`config.mk`:
```
export PLATFORM = sky130hd
export DESIGN_NAME = boolean_dissimilarity_engine_flat
export DESIGN_NICKNAME = d
export VERILOG_FILES = /design/src/design/bde_pkg.sv /design/src/design/bde_ifs.sv /design/src/design/bde_lanes.sv /design/src/design/bde_tally.sv /design/src/design/bde_divider.sv /design/src/design/boolean_dissimilarity_engine.sv /design/src/flat_wrapper.sv
export SDC_FILE = /design/constraint.sdc
export NUM_CORES = 2
export LEC_CHECK = 0
export BUFFER_PORTS_ARGS = -buffer_cell sky130_fd_sc_hd__buf_2
export CELL_PAD_IN_SITES_DETAIL_PLACEMENT = 0
export CELL_PAD_IN_SITES_GLOBAL_PLACEMENT = 1
export CORE_UTILIZATION = 35
export DETAILED_ROUTE_END_ITERATION = 8
export PLACE_DENSITY = 0.65
export SYNTH_ARGS = -nofsm -noshare
export SYNTH_HDL_FRONTEND = slang
export SYNTH_HIERARCHICAL = 1
export SYNTH_SLANG_ARGS = --single-unit
export TNS_END_PERCENT = 50
```
`constraint.sdc`:
```
create_clock -name clk -period 7.8 [get_ports clk]
set_input_delay 1.17 -clock clk [delete_from_list [all_inputs] [get_ports clk]]
set_output_delay 1.17 -clock clk [all_outputs]
set_load 0.05 [all_outputs]
```
`src/design/bde_pkg.sv`:
```
// Shared types, constants and helper functions of the boolean dissimilarity engine.
`timescale 1ns / 1ps
`default_nettype none
package bde_pkg;

	localparam int WORD_W      = 32;
	localparam int LANE_CNT_W  = 6;
	localparam int DIST_W      = 18;
	localparam int CNT_OUT_W   = 16;
	localparam int GROUP_SIZE  = 8;
	localparam int GRP_CNT_W   = 4;
	localparam int NUM_CLASSES = 4;
	localparam int METRIC_W    = 3;
	localparam int APB_DW      = 32;
	localparam int APB_AW      = 2;

	localparam int DEF_LANES       = 32;
	localparam int DEF_COUNT_WIDTH = 16;
	localparam int DEF_FRAC_BITS   = 16;

	localparam logic [DIST_W-1:0] DIST_MAX = '1;

	// pair classes
	localparam int CLS_TT = 0;
	localparam int CLS_TF = 1;
	localparam int CLS_FT = 2;
	localparam int CLS_FF = 3;

	typedef enum logic [METRIC_W-1:0] {
		M_HAMMING   = 3'd0,
		M_JACCARD   = 3'd1,
		M_DICE      = 3'd2,
		M_YULE      = 3'd3,
		M_ROGERS    = 3'd4,
		M_RUSSELL   = 3'd5,
		M_KULSINSKI = 3'd6,
		M_SOKAL     = 3'd7
	} metric_t;

	typedef enum logic [2:0] {
		ST_ACCUM,
		ST_MUL_A,
		ST_MUL_B,
		ST_LOAD,
		ST_DIV,
		ST_DONE
	} state_t;

	typedef struct packed {
		logic valid;
		logic last;
	} pair_ctl_t;

	typedef struct packed {
		logic valid;
		logic ovf;
	} tally_stat_t;

	typedef struct packed {
		logic busy;
		logic done;
	} div_stat_t;

	// lanes that really exist: the input word carries at most WORD_W pairs
	function automatic int eff_lanes(input int lanes);
		return (lanes < WORD_W) ? lanes : WORD_W;
	endfunction

	function automatic int num_groups(input int lanes);
		return (eff_lanes(lanes) + GROUP_SIZE - 1) / GROUP_SIZE;
	endfunction

endpackage
`default_nettype wire

```
`src/design/bde_ifs.sv`:
```
// Valid/ready channel interfaces for the word input and the result output.
`timescale 1ns / 1ps
`default_nettype none
interface bde_in_if;
	logic                               valid;
	logic                               ready;
	logic [bde_pkg::WORD_W-1:0]         u_bits;
	logic [bde_pkg::WORD_W-1:0]         v_bits;
	logic [bde_pkg::LANE_CNT_W-1:0]     lane_count;
	logic                               last_word;

	modport source (output valid, u_bits, v_bits, lane_count, last_word, input ready);
	modport sink (input valid, u_bits, v_bits, lane_count, last_word, output ready);
endinterface

interface bde_out_if;
	logic                               valid;
	logic                               ready;
	logic [bde_pkg::DIST_W-1:0]         distance;
	logic                               undefined;
	logic                               overflow;
	logic [bde_pkg::CNT_OUT_W-1:0]      count_tt;
	logic [bde_pkg::CNT_OUT_W-1:0]      count_tf;
	logic [bde_pkg::CNT_OUT_W-1:0]      count_ft;
	logic [bde_pkg::CNT_OUT_W-1:0]      count_ff;

	modport source (output valid, distance, undefined, overflow,
		count_tt, count_tf, count_ft, count_ff, input ready);
	modport sink (input valid, distance, undefined, overflow,
		count_tt, count_tf, count_ft, count_ff, output ready);
endinterface
`default_nettype wire

```
`src/design/bde_lanes.sv`:
```
// Per-lane pair classification and group counts, registered into stage 1.
`timescale 1ns / 1ps
`default_nettype none
module bde_lanes #(
	parameter int LANES = bde_pkg::DEF_LANES
) (
	input  wire logic                                   clk,
	input  wire logic                                   arst_n,
	input  wire logic                                   accept,
	input  wire logic [bde_pkg::WORD_W-1:0]             u_bits,
	input  wire logic [bde_pkg::WORD_W-1:0]             v_bits,
	input  wire logic [bde_pkg::LANE_CNT_W-1:0]         lane_count,
	input  wire logic                                   last_word,
	output bde_pkg::pair_ctl_t                          ctl,
	output logic [bde_pkg::NUM_CLASSES-1:0][bde_pkg::num_groups(LANES)-1:0]
		[bde_pkg::GRP_CNT_W-1:0]                        grp_cnt
);

	localparam int EL = bde_pkg::eff_lanes(LANES);
	localparam int NG = bde_pkg::num_groups(LANES);
	localparam int PADW = NG * bde_pkg::GROUP_SIZE;

	logic [bde_pkg::NUM_CLASSES-1:0][PADW-1:0] cls;
	logic [bde_pkg::NUM_CLASSES-1:0][NG-1:0][bde_pkg::GRP_CNT_W-1:0] grp_d;
	logic [bde_pkg::NUM_CLASSES-1:0][NG-1:0][bde_pkg::GRP_CNT_W-1:0] grp_s1;
	bde_pkg::pair_ctl_t ctl_s1;

	// one-hot class per lane; lanes at or above lane_count stay empty
	always_comb begin
		cls = '0;
		for (int i = 0; i < EL; i++) begin
			if (lane_count > bde_pkg::LANE_CNT_W'(i)) begin
				cls[bde_pkg::CLS_TT][i] = u_bits[i] & v_bits[i];
				cls[bde_pkg::CLS_TF][i] = u_bits[i] & ~v_bits[i];
				cls[bde_pkg::CLS_FT][i] = ~u_bits[i] & v_bits[i];
				cls[bde_pkg::CLS_FF][i] = ~u_bits[i] & ~v_bits[i];
			end
		end
	end

	always_comb begin
		grp_d = '0;
		for (int c = 0; c < bde_pkg::NUM_CLASSES; c++) begin
			for (int g = 0; g < NG; g++) begin
				for (int j = 0; j < bde_pkg::GROUP_SIZE; j++) begin
					grp_d[c][g] = grp_d[c][g] +
						bde_pkg::GRP_CNT_W'(cls[c][g*bde_pkg::GROUP_SIZE+j]);
				end
			end
		end
	end

	always_ff @(posedge clk or negedge arst_n) begin
		if (!arst_n) begin
			ctl_s1 <= '0;
		end else begin
			ctl_s1.valid <= accept;
			ctl_s1.last  <= accept & last_word;
		end
	end

	always_ff @(posedge clk) begin
		if (accept) begin
			grp_s1 <= grp_d;
		end
	end

	assign ctl     = ctl_s1;
	assign grp_cnt = grp_s1;

endmodule
`default_nettype wire

```
`src/design/bde_tally.sv`:
```
// Merge of the group counts and the four saturating pair tallies.
`timescale 1ns / 1ps
`default_nettype none
module bde_tally #(
	parameter int LANES       = bde_pkg::DEF_LANES,
	parameter int COUNT_WIDTH = bde_pkg::DEF_COUNT_WIDTH
) (
	input  wire logic                                   clk,
	input  wire logic                                   arst_n,
	input  bde_pkg::pair_ctl_t                          ctl,
	input  wire logic [bde_pkg::NUM_CLASSES-1:0][bde_pkg::num_groups(LANES)-1:0]
		[bde_pkg::GRP_CNT_W-1:0]                        grp_cnt,
	output bde_pkg::tally_stat_t                        stat,
	output logic [bde_pkg::NUM_CLASSES-1:0][COUNT_WIDTH-1:0] fin_cnt
);

	localparam int NG = bde_pkg::num_groups(LANES);

	logic [bde_pkg::NUM_CLASSES-1:0][COUNT_WIDTH-1:0]  tally_q;
	logic [bde_pkg::NUM_CLASSES-1:0][COUNT_WIDTH-1:0]  tally_new;
	logic [bde_pkg::NUM_CLASSES-1:0][COUNT_WIDTH-1:0]  fin_q;
	logic [bde_pkg::NUM_CLASSES-1:0][COUNT_WIDTH:0]    sum;
	logic [bde_pkg::NUM_CLASSES-1:0][bde_pkg::LANE_CNT_W-1:0] inc;
	logic sat_q;
	logic sat_hit;
	bde_pkg::tally_stat_t stat_q;

	always_comb begin
		sat_hit   = 1'b0;
		inc       = '0;
		sum       = '0;
		tally_new = '0;
		for (int c = 0; c < bde_pkg::NUM_CLASSES; c++) begin
			for (int g = 0; g < NG; g++) begin
				inc[c] = inc[c] + bde_pkg::LANE_CNT_W'(grp_cnt[c][g]);
			end
			sum[c] = {1'b0, tally_q[c]} + (COUNT_WIDTH+1)'(inc[c]);
			// carry out means the sum passed the all-ones limit
			if (sum[c][COUNT_WIDTH]) begin
				tally_new[c] = '1;
				sat_hit      = 1'b1;
			end else begin
				tally_new[c] = sum[c][COUNT_WIDTH-1:0];
			end
		end
	end

	always_ff @(posedge clk or negedge arst_n) begin
		if (!arst_n) begin
			tally_q <= '0;
			sat_q   <= 1'b0;
			stat_q  <= '0;
		end else begin
			stat_q.valid <= ctl.valid & ctl.last;
			if (ctl.valid) begin
				if (ctl.last) begin
					tally_q    <= '0;
					sat_q      <= 1'b0;
					stat_q.ovf <= sat_q | sat_hit;
				end else begin
					tally_q <= tally_new;
					sat_q   <= sat_q | sat_hit;
				end
			end
		end
	end

	always_ff @(posedge clk) begin
		if (ctl.valid && ctl.last) begin
			fin_q <= tally_new;
		end
	end

	assign stat    = stat_q;
	assign fin_cnt = fin_q;

endmodule
`default_nettype wire

```
`src/design/bde_divider.sv`:
```
// Restoring fixed-point divider, one quotient bit per cycle.
`timescale 1ns / 1ps
`default_nettype none
module bde_divider #(
	parameter int OP_W      = 2 * bde_pkg::DEF_COUNT_WIDTH + 1,
	parameter int FRAC_BITS = bde_pkg::DEF_FRAC_BITS
) (
	input  wire logic                   clk,
	input  wire logic                   arst_n,
	input  wire logic                   start,
	input  wire logic [OP_W-1:0]        num,
	input  wire logic [OP_W-1:0]        den,
	output logic [FRAC_BITS+1:0]        quotient,
	output bde_pkg::div_stat_t          stat
);

	localparam int DW   = OP_W + FRAC_BITS;
	localparam int QW   = FRAC_BITS + 2;
	localparam int CNTW = $clog2(DW + 1);

	logic [DW-1:0]   dvd_q;
	logic [OP_W-1:0] rem_q;
	logic [OP_W-1:0] den_q;
	logic [QW-1:0]   quo_q;
	logic [CNTW-1:0] cnt_q;
	logic [OP_W:0]   trial;
	logic [OP_W:0]   diff;
	logic            fits;
	bde_pkg::div_stat_t stat_q;

	assign trial = {rem_q, dvd_q[DW-1]};
	assign diff  = trial - {1'b0, den_q};
	assign fits  = trial >= {1'b0, den_q};

	always_ff @(posedge clk or negedge arst_n) begin
		if (!arst_n) begin
			stat_q <= '0;
			cnt_q  <= '0;
		end else begin
			stat_q.done <= 1'b0;
			if (start) begin
				stat_q.busy <= 1'b1;
				cnt_q       <= CNTW'(DW);
			end else if (stat_q.busy) begin
				cnt_q <= cnt_q - CNTW'(1);
				if (cnt_q == CNTW'(1)) begin
					stat_q.busy <= 1'b0;
					stat_q.done <= 1'b1;
				end
			end
		end
	end

	always_ff @(posedge clk) begin
		if (start) begin
			dvd_q <= {num, {FRAC_BITS{1'b0}}};
			den_q <= den;
			rem_q <= '0;
			quo_q <= '0;
		end else if (stat_q.busy) begin
			dvd_q <= {dvd_q[DW-2:0], 1'b0};
			// quotient never exceeds 2.0 in Q.FRAC_BITS, so high bits shifted out are zero
			quo_q <= {quo_q[QW-2:0], fits};
			rem_q <= fits ? diff[OP_W-1:0] : trial[OP_W-1:0];
		end
	end

	assign quotient = quo_q;
	assign stat     = stat_q;

endmodule
`default_nettype wire

```
`src/design/boolean_dissimilarity_engine.sv`:
```
// Boolean dissimilarity engine top level: APB register, sequencer and result register.
// Words of up to 32 bit pairs are taken one per cycle; each lane sorts its pair into one
// of four classes, lane groups are counted in stage 1 and merged into saturating tallies
// in stage 2. After the word marked last the input stalls while the sequencer runs its
// shared multiplier in states MUL_A and MUL_B (yule terms), forms numerator and denominator
// in state LOAD and then waits on the bit-serial divider; the divider sets the per-vector
// cost until the next vector's first word can be taken. A finished result waits in an output
// register, so a new vector can stream in while it is still pending.
`timescale 1ns / 1ps
`default_nettype none
module boolean_dissimilarity_engine #(
	parameter int LANES       = bde_pkg::DEF_LANES,
	parameter int COUNT_WIDTH = bde_pkg::DEF_COUNT_WIDTH,
	parameter int FRAC_BITS   = bde_pkg::DEF_FRAC_BITS
) (
	input  wire logic                           clk,
	input  wire logic                           arst_n,
	bde_in_if.sink                              in_ch,
	bde_out_if.source                           out_ch,
	input  wire logic                           psel,
	input  wire logic                           penable,
	input  wire logic                           pwrite,
	input  wire logic [bde_pkg::APB_AW-1:0]     paddr,
	input  wire logic [bde_pkg::APB_DW-1:0]     pwdata,
	output logic [bde_pkg::APB_DW-1:0]          prdata,
	output logic                                pready
);

	localparam int NG   = bde_pkg::num_groups(LANES);
	localparam int OP_W = 2 * COUNT_WIDTH + 1;
	localparam int QW   = FRAC_BITS + 2;
	localparam int CMPW = (QW > bde_pkg::DIST_W) ? QW : bde_pkg::DIST_W;

	bde_pkg::metric_t     metric_q;
	bde_pkg::state_t      state_q, state_d;
	bde_pkg::pair_ctl_t   lane_ctl;
	bde_pkg::tally_stat_t fin;
	bde_pkg::div_stat_t   dstat;

	logic [bde_pkg::NUM_CLASSES-1:0][NG-1:0][bde_pkg::GRP_CNT_W-1:0] grp_cnt;
	logic [bde_pkg::NUM_CLASSES-1:0][COUNT_WIDTH-1:0] fin_cnt;

	logic in_accept;
	logic in_ready;
	logic div_start;
	logic out_load;

	logic [COUNT_WIDTH-1:0]   mul_x, mul_y;
	logic [2*COUNT_WIDTH-1:0] prod_ab_q, prod_cd_q;
	logic [OP_W-1:0] e_tt, e_tf, e_ft, e_ff, diff, n_all;
	logic [OP_W-1:0] num_d, den_d;
	logic            undef_q;
	logic [QW-1:0]   quotient;
	logic            dist_sat;

	logic                             out_valid_q;
	logic [bde_pkg::DIST_W-1:0]       out_dist_q;
	logic                             out_undef_q;
	logic                             out_ovf_q;
	logic [bde_pkg::NUM_CLASSES-1:0][bde_pkg::CNT_OUT_W-1:0] out_cnt_q;

	// configuration port: one register, byte offset ignored
	assign pready = 1'b1;
	assign prdata = {{(bde_pkg::APB_DW-bde_pkg::METRIC_W){1'b0}}, metric_q};

	always_ff @(posedge clk or negedge arst_n) begin
		if (!arst_n) begin
			metric_q <= bde_pkg::M_HAMMING;
		end else if (psel && penable && pwrite && pready && (paddr == '0 || paddr != '0)) begin
			metric_q <= bde_pkg::metric_t'(pwdata[bde_pkg::METRIC_W-1:0]);
		end
	end

	assign in_accept   = in_ch.valid & in_ready;
	assign in_ch.ready = in_ready;

	bde_lanes #(
		.LANES (LANES)
	) u_lanes (
		.clk        (clk),
		.arst_n     (arst_n),
		.accept     (in_accept),
		.u_bits     (in_ch.u_bits),
		.v_bits     (in_ch.v_bits),
		.lane_count (in_ch.lane_count),
		.last_word  (in_ch.last_word),
		.ctl        (lane_ctl),
		.grp_cnt    (grp_cnt)
	);

	bde_tally #(
		.LANES       (LANES),
		.COUNT_WIDTH (COUNT_WIDTH)
	) u_tally (
		.clk     (clk),
		.arst_n  (arst_n),
		.ctl     (lane_ctl),
		.grp_cnt (grp_cnt),
		.stat    (fin),
		.fin_cnt (fin_cnt)
	);

	// sequencer
	always_ff @(posedge clk or negedge arst_n) begin
		if (!arst_n) begin
			state_q <= bde_pkg::ST_ACCUM;
		end else begin
			state_q <= state_d;
		end
	end

	always_comb begin
		state_d   = state_q;
		in_ready  = 1'b0;
		div_start = 1'b0;
		out_load  = 1'b0;
		case (state_q)
			bde_pkg::ST_ACCUM: begin
				// hold off once a last word is in flight toward the tallies
				in_ready = !(lane_ctl.valid && lane_ctl.last) && !fin.valid;
				if (fin.valid) begin
					state_d = bde_pkg::ST_MUL_A;
				end
			end
			bde_pkg::ST_MUL_A: state_d = bde_pkg::ST_MUL_B;
			bde_pkg::ST_MUL_B: state_d = bde_pkg::ST_LOAD;
			bde_pkg::ST_LOAD: begin
				div_start = 1'b1;
				state_d   = bde_pkg::ST_DIV;
			end
			bde_pkg::ST_DIV: begin
				if (dstat.done) begin
					state_d = bde_pkg::ST_DONE;
				end
			end
			bde_pkg::ST_DONE: begin
				if (!out_valid_q || out_ch.ready) begin
					out_load = 1'b1;
					state_d  = bde_pkg::ST_ACCUM;
				end
			end
			default: state_d = bde_pkg::ST_ACCUM;
		endcase
	end

	// shared multiplier: tf*ft, then tt*ff
	assign mul_x = (state_q == bde_pkg::ST_MUL_A) ? fin_cnt[bde_pkg::CLS_TF]
		: fin_cnt[bde_pkg::CLS_TT];
	assign mul_y = (state_q == bde_pkg::ST_MUL_A) ? fin_cnt[bde_pkg::CLS_FT]
		: fin_cnt[bde_pkg::CLS_FF];

	always_ff @(posedge clk) begin
		if (state_q == bde_pkg::ST_MUL_A) begin
			prod_ab_q <= mul_x * mul_y;
		end
		if (state_q == bde_pkg::ST_MUL_B) begin
			prod_cd_q <= mul_x * mul_y;
		end
	end

	assign e_tt  = OP_W'(fin_cnt[bde_pkg::CLS_TT]);
	assign e_tf  = OP_W'(fin_cnt[bde_pkg::CLS_TF]);
	assign e_ft  = OP_W'(fin_cnt[bde_pkg::CLS_FT]);
	assign e_ff  = OP_W'(fin_cnt[bde_pkg::CLS_FF]);
	assign diff  = e_tf + e_ft;
	assign n_all = e_tt + diff + e_ff;

	always_comb begin
		num_d = diff;
		den_d = n_all;
		case (metric_q)
			bde_pkg::M_HAMMING: begin
				num_d = diff;
				den_d = n_all;
			end
			bde_pkg::M_JACCARD: begin
				num_d = diff;
				den_d = e_tt + diff;
			end
			bde_pkg::M_DICE: begin
				num_d = diff;
				den_d = (e_tt << 1) + diff;
			end
			bde_pkg::M_YULE: begin
				num_d = {prod_ab_q, 1'b0};
				den_d = OP_W'(prod_cd_q) + OP_W'(prod_ab_q);
			end
			bde_pkg::M_ROGERS: begin
				num_d = diff << 1;
				den_d = e_tt + e_ff + (diff << 1);
			end
			bde_pkg::M_RUSSELL: begin
				num_d = n_all - e_tt;
				den_d = n_all;
			end
			bde_pkg::M_KULSINSKI: begin
				num_d = diff + n_all - e_tt;
				den_d = diff + n_all;
			end
			bde_pkg::M_SOKAL: begin
				num_d = diff << 1;
				den_d = (diff << 1) + e_tt;
			end
			default: begin
				num_d = diff;
				den_d = n_all;
			end
		endcase
	end

	always_ff @(posedge clk) begin
		if (div_start) begin
			undef_q <= (den_d == '0);
		end
	end

	bde_divider #(
		.OP_W      (OP_W),
		.FRAC_BITS (FRAC_BITS)
	) u_divider (
		.clk      (clk),
		.arst_n   (arst_n),
		.start    (div_start),
		.num      (num_d),
		.den      (den_d),
		.quotient (quotient),
		.stat     (dstat)
	);

	assign dist_sat = CMPW'(quotient) > CMPW'(bde_pkg::DIST_MAX);

	// result register
	always_ff @(posedge clk or negedge arst_n) begin
		if (!arst_n) begin
			out_valid_q <= 1'b0;
		end else if (out_load) begin
			out_valid_q <= 1'b1;
		end else if (out_ch.ready) begin
			out_valid_q <= 1'b0;
		end
	end

	always_ff @(posedge clk) begin
		if (out_load) begin
			out_undef_q <= undef_q;
			out_ovf_q   <= fin.ovf;
			if (undef_q) begin
				out_dist_q <= '0;
			end else if (dist_sat) begin
				out_dist_q <= bde_pkg::DIST_MAX;
			end else begin
				out_dist_q <= bde_pkg::DIST_W'(quotient);
			end
			for (int c = 0; c < bde_pkg::NUM_CLASSES; c++) begin
				out_cnt_q[c] <= bde_pkg::CNT_OUT_W'(fin_cnt[c]);
			end
		end
	end

	assign out_ch.valid     = out_valid_q;
	assign out_ch.distance  = out_dist_q;
	assign out_ch.undefined = out_undef_q;
	assign out_ch.overflow  = out_ovf_q;
	assign out_ch.count_tt  = out_cnt_q[bde_pkg::CLS_TT];
	assign out_ch.count_tf  = out_cnt_q[bde_pkg::CLS_TF];
	assign out_ch.count_ft  = out_cnt_q[bde_pkg::CLS_FT];
	assign out_ch.count_ff  = out_cnt_q[bde_pkg::CLS_FF];

`ifndef NO_ASSERTIONS
	// a finished vector only reaches the sequencer while it is accumulating
	a_fin_in_accum: assert property (@(posedge clk) disable iff (!arst_n)
		fin.valid |-> state_q == bde_pkg::ST_ACCUM)
		else $error("tally finished while sequencer busy");

	a_fin_starts_mul: assert property (@(posedge clk) disable iff (!arst_n)
		fin.valid |=> state_q == bde_pkg::ST_MUL_A)
		else $error("finished vector did not start the sequence");

	a_div_done_state: assert property (@(posedge clk) disable iff (!arst_n)
		dstat.done |-> state_q == bde_pkg::ST_DIV)
		else $error("divider finished outside the divide state");

	a_undef_zero: assert property (@(posedge clk) disable iff (!arst_n)
		out_ch.valid && out_ch.undefined |-> out_ch.distance == '0)
		else $error("undefined result with nonzero distance");
`endif

endmodule
`default_nettype wire
```
`src/flat_wrapper.sv`:
```
// flat-port wrapper written by rule: the top's interface ports become plain ports
module boolean_dissimilarity_engine_flat 
#(
	parameter int LANES       = bde_pkg::DEF_LANES,
	parameter int COUNT_WIDTH = bde_pkg::DEF_COUNT_WIDTH,
	parameter int FRAC_BITS   = bde_pkg::DEF_FRAC_BITS
)
  (clk, arst_n, psel, penable, pwrite, paddr, pwdata, prdata, pready, in_ch_valid, in_ch_u_bits, in_ch_v_bits, in_ch_lane_count, in_ch_last_word, in_ch_ready, out_ch_valid, out_ch_distance, out_ch_undefined, out_ch_overflow, out_ch_count_tt, out_ch_count_tf, out_ch_count_ft, out_ch_count_ff, out_ch_ready);
  bde_in_if in_ch_i ();
  bde_out_if out_ch_i ();
  input  wire logic clk;
  input  wire logic arst_n;
  input  wire logic psel;
  input  wire logic penable;
  input  wire logic pwrite;
  input  wire logic [bde_pkg::APB_AW-1:0] paddr;
  input  wire logic [bde_pkg::APB_DW-1:0] pwdata;
  output logic [bde_pkg::APB_DW-1:0] prdata;
  output logic pready;
  input wire logic [$bits(in_ch_i.valid)-1:0] in_ch_valid;
  input wire logic [$bits(in_ch_i.u_bits)-1:0] in_ch_u_bits;
  input wire logic [$bits(in_ch_i.v_bits)-1:0] in_ch_v_bits;
  input wire logic [$bits(in_ch_i.lane_count)-1:0] in_ch_lane_count;
  input wire logic [$bits(in_ch_i.last_word)-1:0] in_ch_last_word;
  output wire logic [$bits(in_ch_i.ready)-1:0] in_ch_ready;
  output wire logic [$bits(out_ch_i.valid)-1:0] out_ch_valid;
  output wire logic [$bits(out_ch_i.distance)-1:0] out_ch_distance;
  output wire logic [$bits(out_ch_i.undefined)-1:0] out_ch_undefined;
  output wire logic [$bits(out_ch_i.overflow)-1:0] out_ch_overflow;
  output wire logic [$bits(out_ch_i.count_tt)-1:0] out_ch_count_tt;
  output wire logic [$bits(out_ch_i.count_tf)-1:0] out_ch_count_tf;
  output wire logic [$bits(out_ch_i.count_ft)-1:0] out_ch_count_ft;
  output wire logic [$bits(out_ch_i.count_ff)-1:0] out_ch_count_ff;
  input wire logic [$bits(out_ch_i.ready)-1:0] out_ch_ready;
  assign in_ch_i.valid = in_ch_valid;
  assign in_ch_i.u_bits = in_ch_u_bits;
  assign in_ch_i.v_bits = in_ch_v_bits;
  assign in_ch_i.lane_count = in_ch_lane_count;
  assign in_ch_i.last_word = in_ch_last_word;
  assign in_ch_ready = in_ch_i.ready;
  assign out_ch_valid = out_ch_i.valid;
  assign out_ch_distance = out_ch_i.distance;
  assign out_ch_undefined = out_ch_i.undefined;
  assign out_ch_overflow = out_ch_i.overflow;
  assign out_ch_count_tt = out_ch_i.count_tt;
  assign out_ch_count_tf = out_ch_i.count_tf;
  assign out_ch_count_ft = out_ch_i.count_ft;
  assign out_ch_count_ff = out_ch_i.count_ff;
  assign out_ch_i.ready = out_ch_ready;
  boolean_dissimilarity_engine #(.LANES(LANES), .COUNT_WIDTH(COUNT_WIDTH), .FRAC_BITS(FRAC_BITS)) u_core (.clk(clk), .arst_n(arst_n), .in_ch(in_ch_i), .out_ch(out_ch_i), .psel(psel), .penable(penable), .pwrite(pwrite), .paddr(paddr), .pwdata(pwdata), .prdata(prdata), .pready(pready));
endmodule
```
==> After elaboration in Yosys (flattened, before gate mapping) <==
Cells that the tools add are included.
{ "classes": {"add_sub_neg": 141, "mul": 1, "magnitude_cmp": 34, "eq_ne": 16, "muxes": 162, "bitwise_logic": 196, "n_reduce_logical": 22} }
{ "ops": {"columns": ["op", "n"], "rows": [
  ["$add A4 B1 Y4", 64],
  ["$pmux W33 S7", 1],
  ["$pmux W33 S5", 1],
  ["$mux W1", 141],
  ["$and A1 B1 Y1", 131],
  ["$mux W49", 2],
  ["$gt A6 B5 Y1 const B", 16],
  ["$mux W16", 6],
  ["$add A16 B6 Y17", 4],
  ["$add A33 B16 Y33", 2],
  ["$add A33 B33 Y33", 2],
  ["$sub A33 B16 Y33", 2],
  ["$add A3 B1 Y4", 16],
  ["$mux W64", 1],
  ["$not A1 Y1", 64],
  ["$add A2 B1 Y3", 16],
  ["$gt A6 B4 Y1 const B", 8],
  ["$add A16 B16 Y17", 2],
  ["$ge A34 B33 Y1", 1],
  ["$add A16 B33 Y33", 1],
  ["$add A17 B33 Y33", 1],
  ["$add A32 B32 Y33", 1],
  ["$logic_not A33 Y1", 1],
  ["$mux W33", 1],
  ["other kinds (33)", 87]
]} }
{ "word_totals": {"ff_bits": 478, "inputBits": 112, "output_inout_bits": 119, "word_cells": 621} }

==> Longest topological paths before layout <==
{ "depth": {"word_depth": 10, "mapped_depth": 41, "ltp_nobuf": 40} }

==> Hierarchy <==
Netlist, hierarchy kept.
{ "by_module_without_submodules": {"columns": ["module", "n_inst", "cells_per_inst", "area_per_inst_um2", "seq_area_each_um2"], "rows": [
  ["boolean_dissimilarity_engine", 1, 2790, 24048.1, 4649.5],
  ["bde_tally", 1, 782, 8252.9, 3598.5],
  ["bde_divider", 1, 683, 7001.7, 3203.1],
  ["bde_lanes", 1, 591, 6243.5, 1971.9]
]} }

==> Worst setup path before layout <==
Ideal clock, no wire load.
{ "synth_path": {"kind": "reg2reg", "startpoint": "register u_core.state_q[0]", "endpoint": "register u_core.prod_ab_q[24], data pin", "setup_ns": 0.263, "arrival_time_ns": 8.052, "required_time_ns": 7.537, "slack_ns": -0.514, "stages_incl_launch_ff": 29, "n_path_buf": 3, "synth_period_minus_slack_ns": 8.314, "cell_sequence": "dfrtp_1 inv_1 nor3_1 clkbuf_1 buf_1 a21oi_1 nor2_1 fa_1 inv_1 fa_1 fa_1 inv_1 fa_1 inv_1 fa_1 fa_1 inv_1 ha_1 clkbuf_1 a211o_1 nand3_1 nand2_1 o31a_1 or2_2 a21o_1 a21oi_1 o21ai_0 a21oi_1 xnor2_1"} }
{ "synth_between": {"elab_chain_len": 3, "word_cells_on_any_way": 4, "classes_between": "mul (1); eq/ne (1); mux (2)"} }
{ "synth_rtl": {"columns": ["item", "line_no", "source"], "rows": [
  ["start, declared", "boolean_dissimilarity_engine.sv:35", "bde_pkg::state_t state_q, state_d;"],
  ["start signal, assigned", "boolean_dissimilarity_engine.sv:106", "state_q <= bde_pkg::ST_ACCUM;"],
  ["start signal, assigned", "boolean_dissimilarity_engine.sv:108", "state_q <= state_d;"],
  ["$eq A3 B1 Y1 (*)", "boolean_dissimilarity_engine.sv:147, boolean_dissimilarity_engine.sv:149", null],
  ["$mux W16, on equally long branches", "boolean_dissimilarity_engine.sv:147, boolean_dissimilarity_engine.sv:149", null],
  ["$mul A16 B16 Y32 (*)", "boolean_dissimilarity_engine.sv:154", "prod_ab_q <= mul_x * mul_y;"],
  ["end signal, assigned", "boolean_dissimilarity_engine.sv:154", null],
  ["end, declared", "boolean_dissimilarity_engine.sv:49", "logic [2*COUNT_WIDTH-1:0] prod_ab_q, prod_cd_q;"]
]} }
Mark *: on every way between the ends. The rest lies on a longest branch, timed or not.
A chain may end at the register's enable or synchronous reset.

==> Worst setup path after layout <==
{ "layout_path": {"startpoint": "register u_core.u_tally.fin_q, in the netlist u_core/u_tally/fin_cnt[17]", "endpoint": "register u_core.u_divider.dvd_q[33], data pin"} }
{ "layout_between": {"elab_chain_len": 7, "word_cells_on_any_way": 8, "classes_between": "add/sub (6); mux (2)"} }
{ "layout_rtl": {"columns": ["item", "line_no", "source"], "rows": [
  ["start, declared", "bde_tally.sv:21", "logic [bde_pkg::NUM_CLASSES-1:0][COUNT_WIDTH-1:0] fin_q;"],
  ["start signal, assigned", "bde_tally.sv:70", "fin_q <= tally_new;"],
  ["$add A16 B16 Y17 (*)", "boolean_dissimilarity_engine.sv:165", "assign diff = e_tf + e_ft;"],
  ["$add A16 B33 Y33", "boolean_dissimilarity_engine.sv:166", "assign n_all = e_tt + diff + e_ff;"],
  ["$add A33 B16 Y33", "boolean_dissimilarity_engine.sv:166", null],
  ["$add A33 B33 Y33", "boolean_dissimilarity_engine.sv:197", "num_d = diff + n_all - e_tt;"],
  ["$sub A33 B16 Y33", "boolean_dissimilarity_engine.sv:197", null],
  ["$pmux W33 S5 (*)", "boolean_dissimilarity_engine.sv:171", "case (metric_q)"],
  ["via u_core.num_d[17]", "boolean_dissimilarity_engine.sv:51", "logic [OP_W-1:0] num_d, den_d;"],
  ["$mux W49 (*)", "bde_divider.sv:55", "if (start) begin"],
  ["end signal, assigned", "bde_divider.sv:56", "dvd_q <= {num, {FRAC_BITS{1'b0}}};"],
  ["end signal, assigned", "bde_divider.sv:61", "dvd_q <= {dvd_q[DW-2:0], 1'b0};"],
  ["end, declared", "bde_divider.sv:21", "logic [DW-1:0] dvd_q;"]
]} }
Mark *: on every way through the listed nets, which the timed path passes. The rest lies on a longest branch.

==> qor.yml <==
drive_above_1_share_pct: 18.24
critPathMaxStageDelay_ns: 0.52
finalMaxSlewViolations: 0
cts_root_buf: "clkbuf_16"
final_cell_count_no_fill: 7131
grt_pass1_wl_mm: 231.0
cap_violations: 0
ys_warn_count: 6
ys_seq_area_share_pct: 29.47
ioPinCount: 231
clock_skew_ns: 0.03499
clock_sinks: 478
die_w_um: 362.7
nNetsFinal: 6186
slowest_stage: "or4b_4"
synthFlopType: "edfxtp_1"
dpl.cell_count: 6981
syn_inst: 4846
syn_area_sq_um: 45550
place_area_sq_um: 50990
start_kind: "flip-flop"
cts_hold_buf: 0
worstPathMaxFanout: 5
tightest_slew_ns: 1.093
synth_area_per_cell_sq_um: 9.399
cts_buffers: 55
synth.distinct_cells: 109
grt_pass1_vias: 37250
fin_ws_ns: 0.04085
slew_headroom_pct: 26.96
synth_area_leaders: "edfxtp_1, fa_1, ha_1"
synth-seq-cells: 478
drt_iter0_drc: 2782
dp_hpwl_mm: 123.6
hold_viol_final: 0
end_kind: "flip-flop"
status: "finished, final reports clean"
wl_per_cell_um: 21.65
post-route-util_pct: 42.15
postRouteAntennaNets: 0
gp_congestion: 0.9637
start_util_pct: 35.49
antenna_found_initial: 10
drc: 0
rsz0062_at_grt: "true"
arrival_ns: 8.16
fp.dieH_um: 362.7
setup_viol: 0
fmax_ghz: 0.1289
syn2layout_area_growth_pct: 18.77
gr-total-overflow: 0
clkLatencyLatePin_ns: 0.66
synth_top_area_share_pct: 22.61
routed_via_density: 5.302
rows: 131
hold_path_class: "in -> async"
io_buffers: 169
synth_edf_count: 343
dieArea_sq_um: 131600
grt_max_degree: 68
synth_top_area_cell: "edfxtp_1"
cts_tree: "built"
fin_crit_ns: 7.759
critPathKind: "reg -> reg"
dp_slack_ns: -0.5615
vias: 37810
track_usage_pct: 23.13
async_flop_share_pct: 17.57
clk_pin_slew_worst_paths_ns: 0.07
core_area_sq_um: 128300
postLayoutCellArea_sq_um: 54090
ctsHtreeMaxLevel: 2
worst_ep_required_time_ns: 8.20
routed_wl_mm: 154.4
cts_buffer_depth: 3
firstDrtPassIters: 5
period_share_pct: 99.48
## sequential cells by signal, summed over array words and instances, names as in the netlist, 2 cells and up
name,count
u_core/u_lanes/grp_cnt,64
u_core/u_tally/fin_cnt,64
u_core/u_tally/tally_q,64
u_core/u_divider/den_q,33
u_core/u_divider/dvd_q,33
u_core/u_divider/rem_q,33
u_core/prod_ab_q,32
u_core/prod_cd_q,32
u_core/out_ch.distance,18
u_core/u_divider/quotient,18
u_core/out_ch.count_ff,16
u_core/out_ch.count_ft,16
u_core/out_ch.count_tf,16
u_core/out_ch.count_tt,16
u_core/u_divider/cnt_q,6
u_core/metric_q,3
u_core/state_q,3
u_core/u_divider/stat,2
u_core/u_lanes/ctl,2
u_core/u_tally/stat,2
## per-layer routing
layer / track usage [%] / routed length, um / part of all wire [%]
met1: 31.87 / 70850 / 46
met2: 37.49 / 70330 / 46
met3: 2.908 / 7914 / 5.1
met4: 7.438 / 5266 / 3.4
met5: 0 / 37 / 0.024
## kinds of logic after synthesis
kind of cell             synth area share [%]
other                                 0.01649
multiplexers                            2.014
AND/OR/NAND/NOR                         14.60
AO/OA/AOI/OAI                           17.64
buffers and inverters                   7.181
adder cells (fa/ha/maj)                 25.22
XOR/XNOR                                3.865
flip-flops                              29.47
## layout make-up
class	count	area, sq um
clock buffer	68	1475
multi-input combinational	3587	29880
timing repair buffer	619	4468
tap	1729	2163
inverter	612	2298
fill	12670	74250
sequential	478	13430
clock inverter	35	371.6
antenna	3	7.507
## stage by stage
| step | setup TNS, ns | hold WS (ns) |
|---|---|---|
| 4_1_cts | -0.1481 | 0.4459 |
| 3_3_place_gp | -4.652 | 0.4602 |
| 5_1_grt | -2.973 | 0.4827 |
| 3_5_place_dp | -5.565 | 0.4624 |
| 6_report | 0 | 0.4674 |
| 2_1_floorplan | 0 | 0.4256 |
## cells in the final DEF, fill, tap and decap left out, drive strengths merged, types with 67 or more instances in the layout
master,count
nand2,419
a21o,111
nand3,86
edfxtp,343
dfrtp,84
a211oi,86
nor2,368
nand2b,67
inv,616
fa,323
nor3,82
a21oi,286
buf,618
ha,398
xor2,68
clkbuf,69
nor2b,75
xnor2,133
o21a,67
o21ai,228
## worst max-delay path, delay by kind of cell, from the launching register on
family	cells	cell delay (ns)
AOI/OAI and AO/OA	13	1.98
and+or+nand+nor	11	2.15
adders and majority gates	5	1.49
xor gates and xnor gates	3	0.48
muxes	2	0.42
buffers and inverters	5	0.55
DFF	1	0.43
## timing repair
action	4_1_cts	5_1_grt
pin swaps	45	76
setup endpoints to repair	17	38
resized for setup	54	147
buffers inserted	18	25
gates cloned	0	2
## Yosys cell counts (all sizes together) (87+ instances only)
master / number
nor2: 368
a21o: 111
a21oi: 286
inv: 612
clkbuf: 110
nand2: 419
o21ai: 228
edfxtp: 343
fa: 323
xnor2: 133
buf: 87
ha: 398
## final timing paths
kind / cells after the start / end / slack [ns] / startpoint
worst max register to register: 39 / u_core/u_divider/dvd_q[33]$_DFFE_PP_ / 0.04 / u_core/u_tally/fin_cnt[17]$_DFFE_PP_
min in group clk: 2 / u_core/u_divider/quotient[0]$_SDFFE_PP0P_ / 0.47 / u_core/u_divider/quotient[0]$_SDFFE_PP0P_
max in group asynchronous: 2 / u_core/u_divider/stat[1]$_DFF_PN0_ / 6.08 / arst_n
worst min register to register: 2 / u_core/u_divider/quotient[0]$_SDFFE_PP0P_ / 0.47 / u_core/u_divider/quotient[0]$_SDFFE_PP0P_
worst min-delay path: 1 / u_core/metric_q[1]$_DFFE_PN0P_ / 0.47 / arst_n
worst max-delay path: 39 / u_core/u_divider/dvd_q[33]$_DFFE_PP_ / 0.04 / u_core/u_tally/fin_cnt[17]$_DFFE_PP_
Power is not shown: default switching activity piles up to over one toggle a cycle in this logic, so the estimate is an artifact.
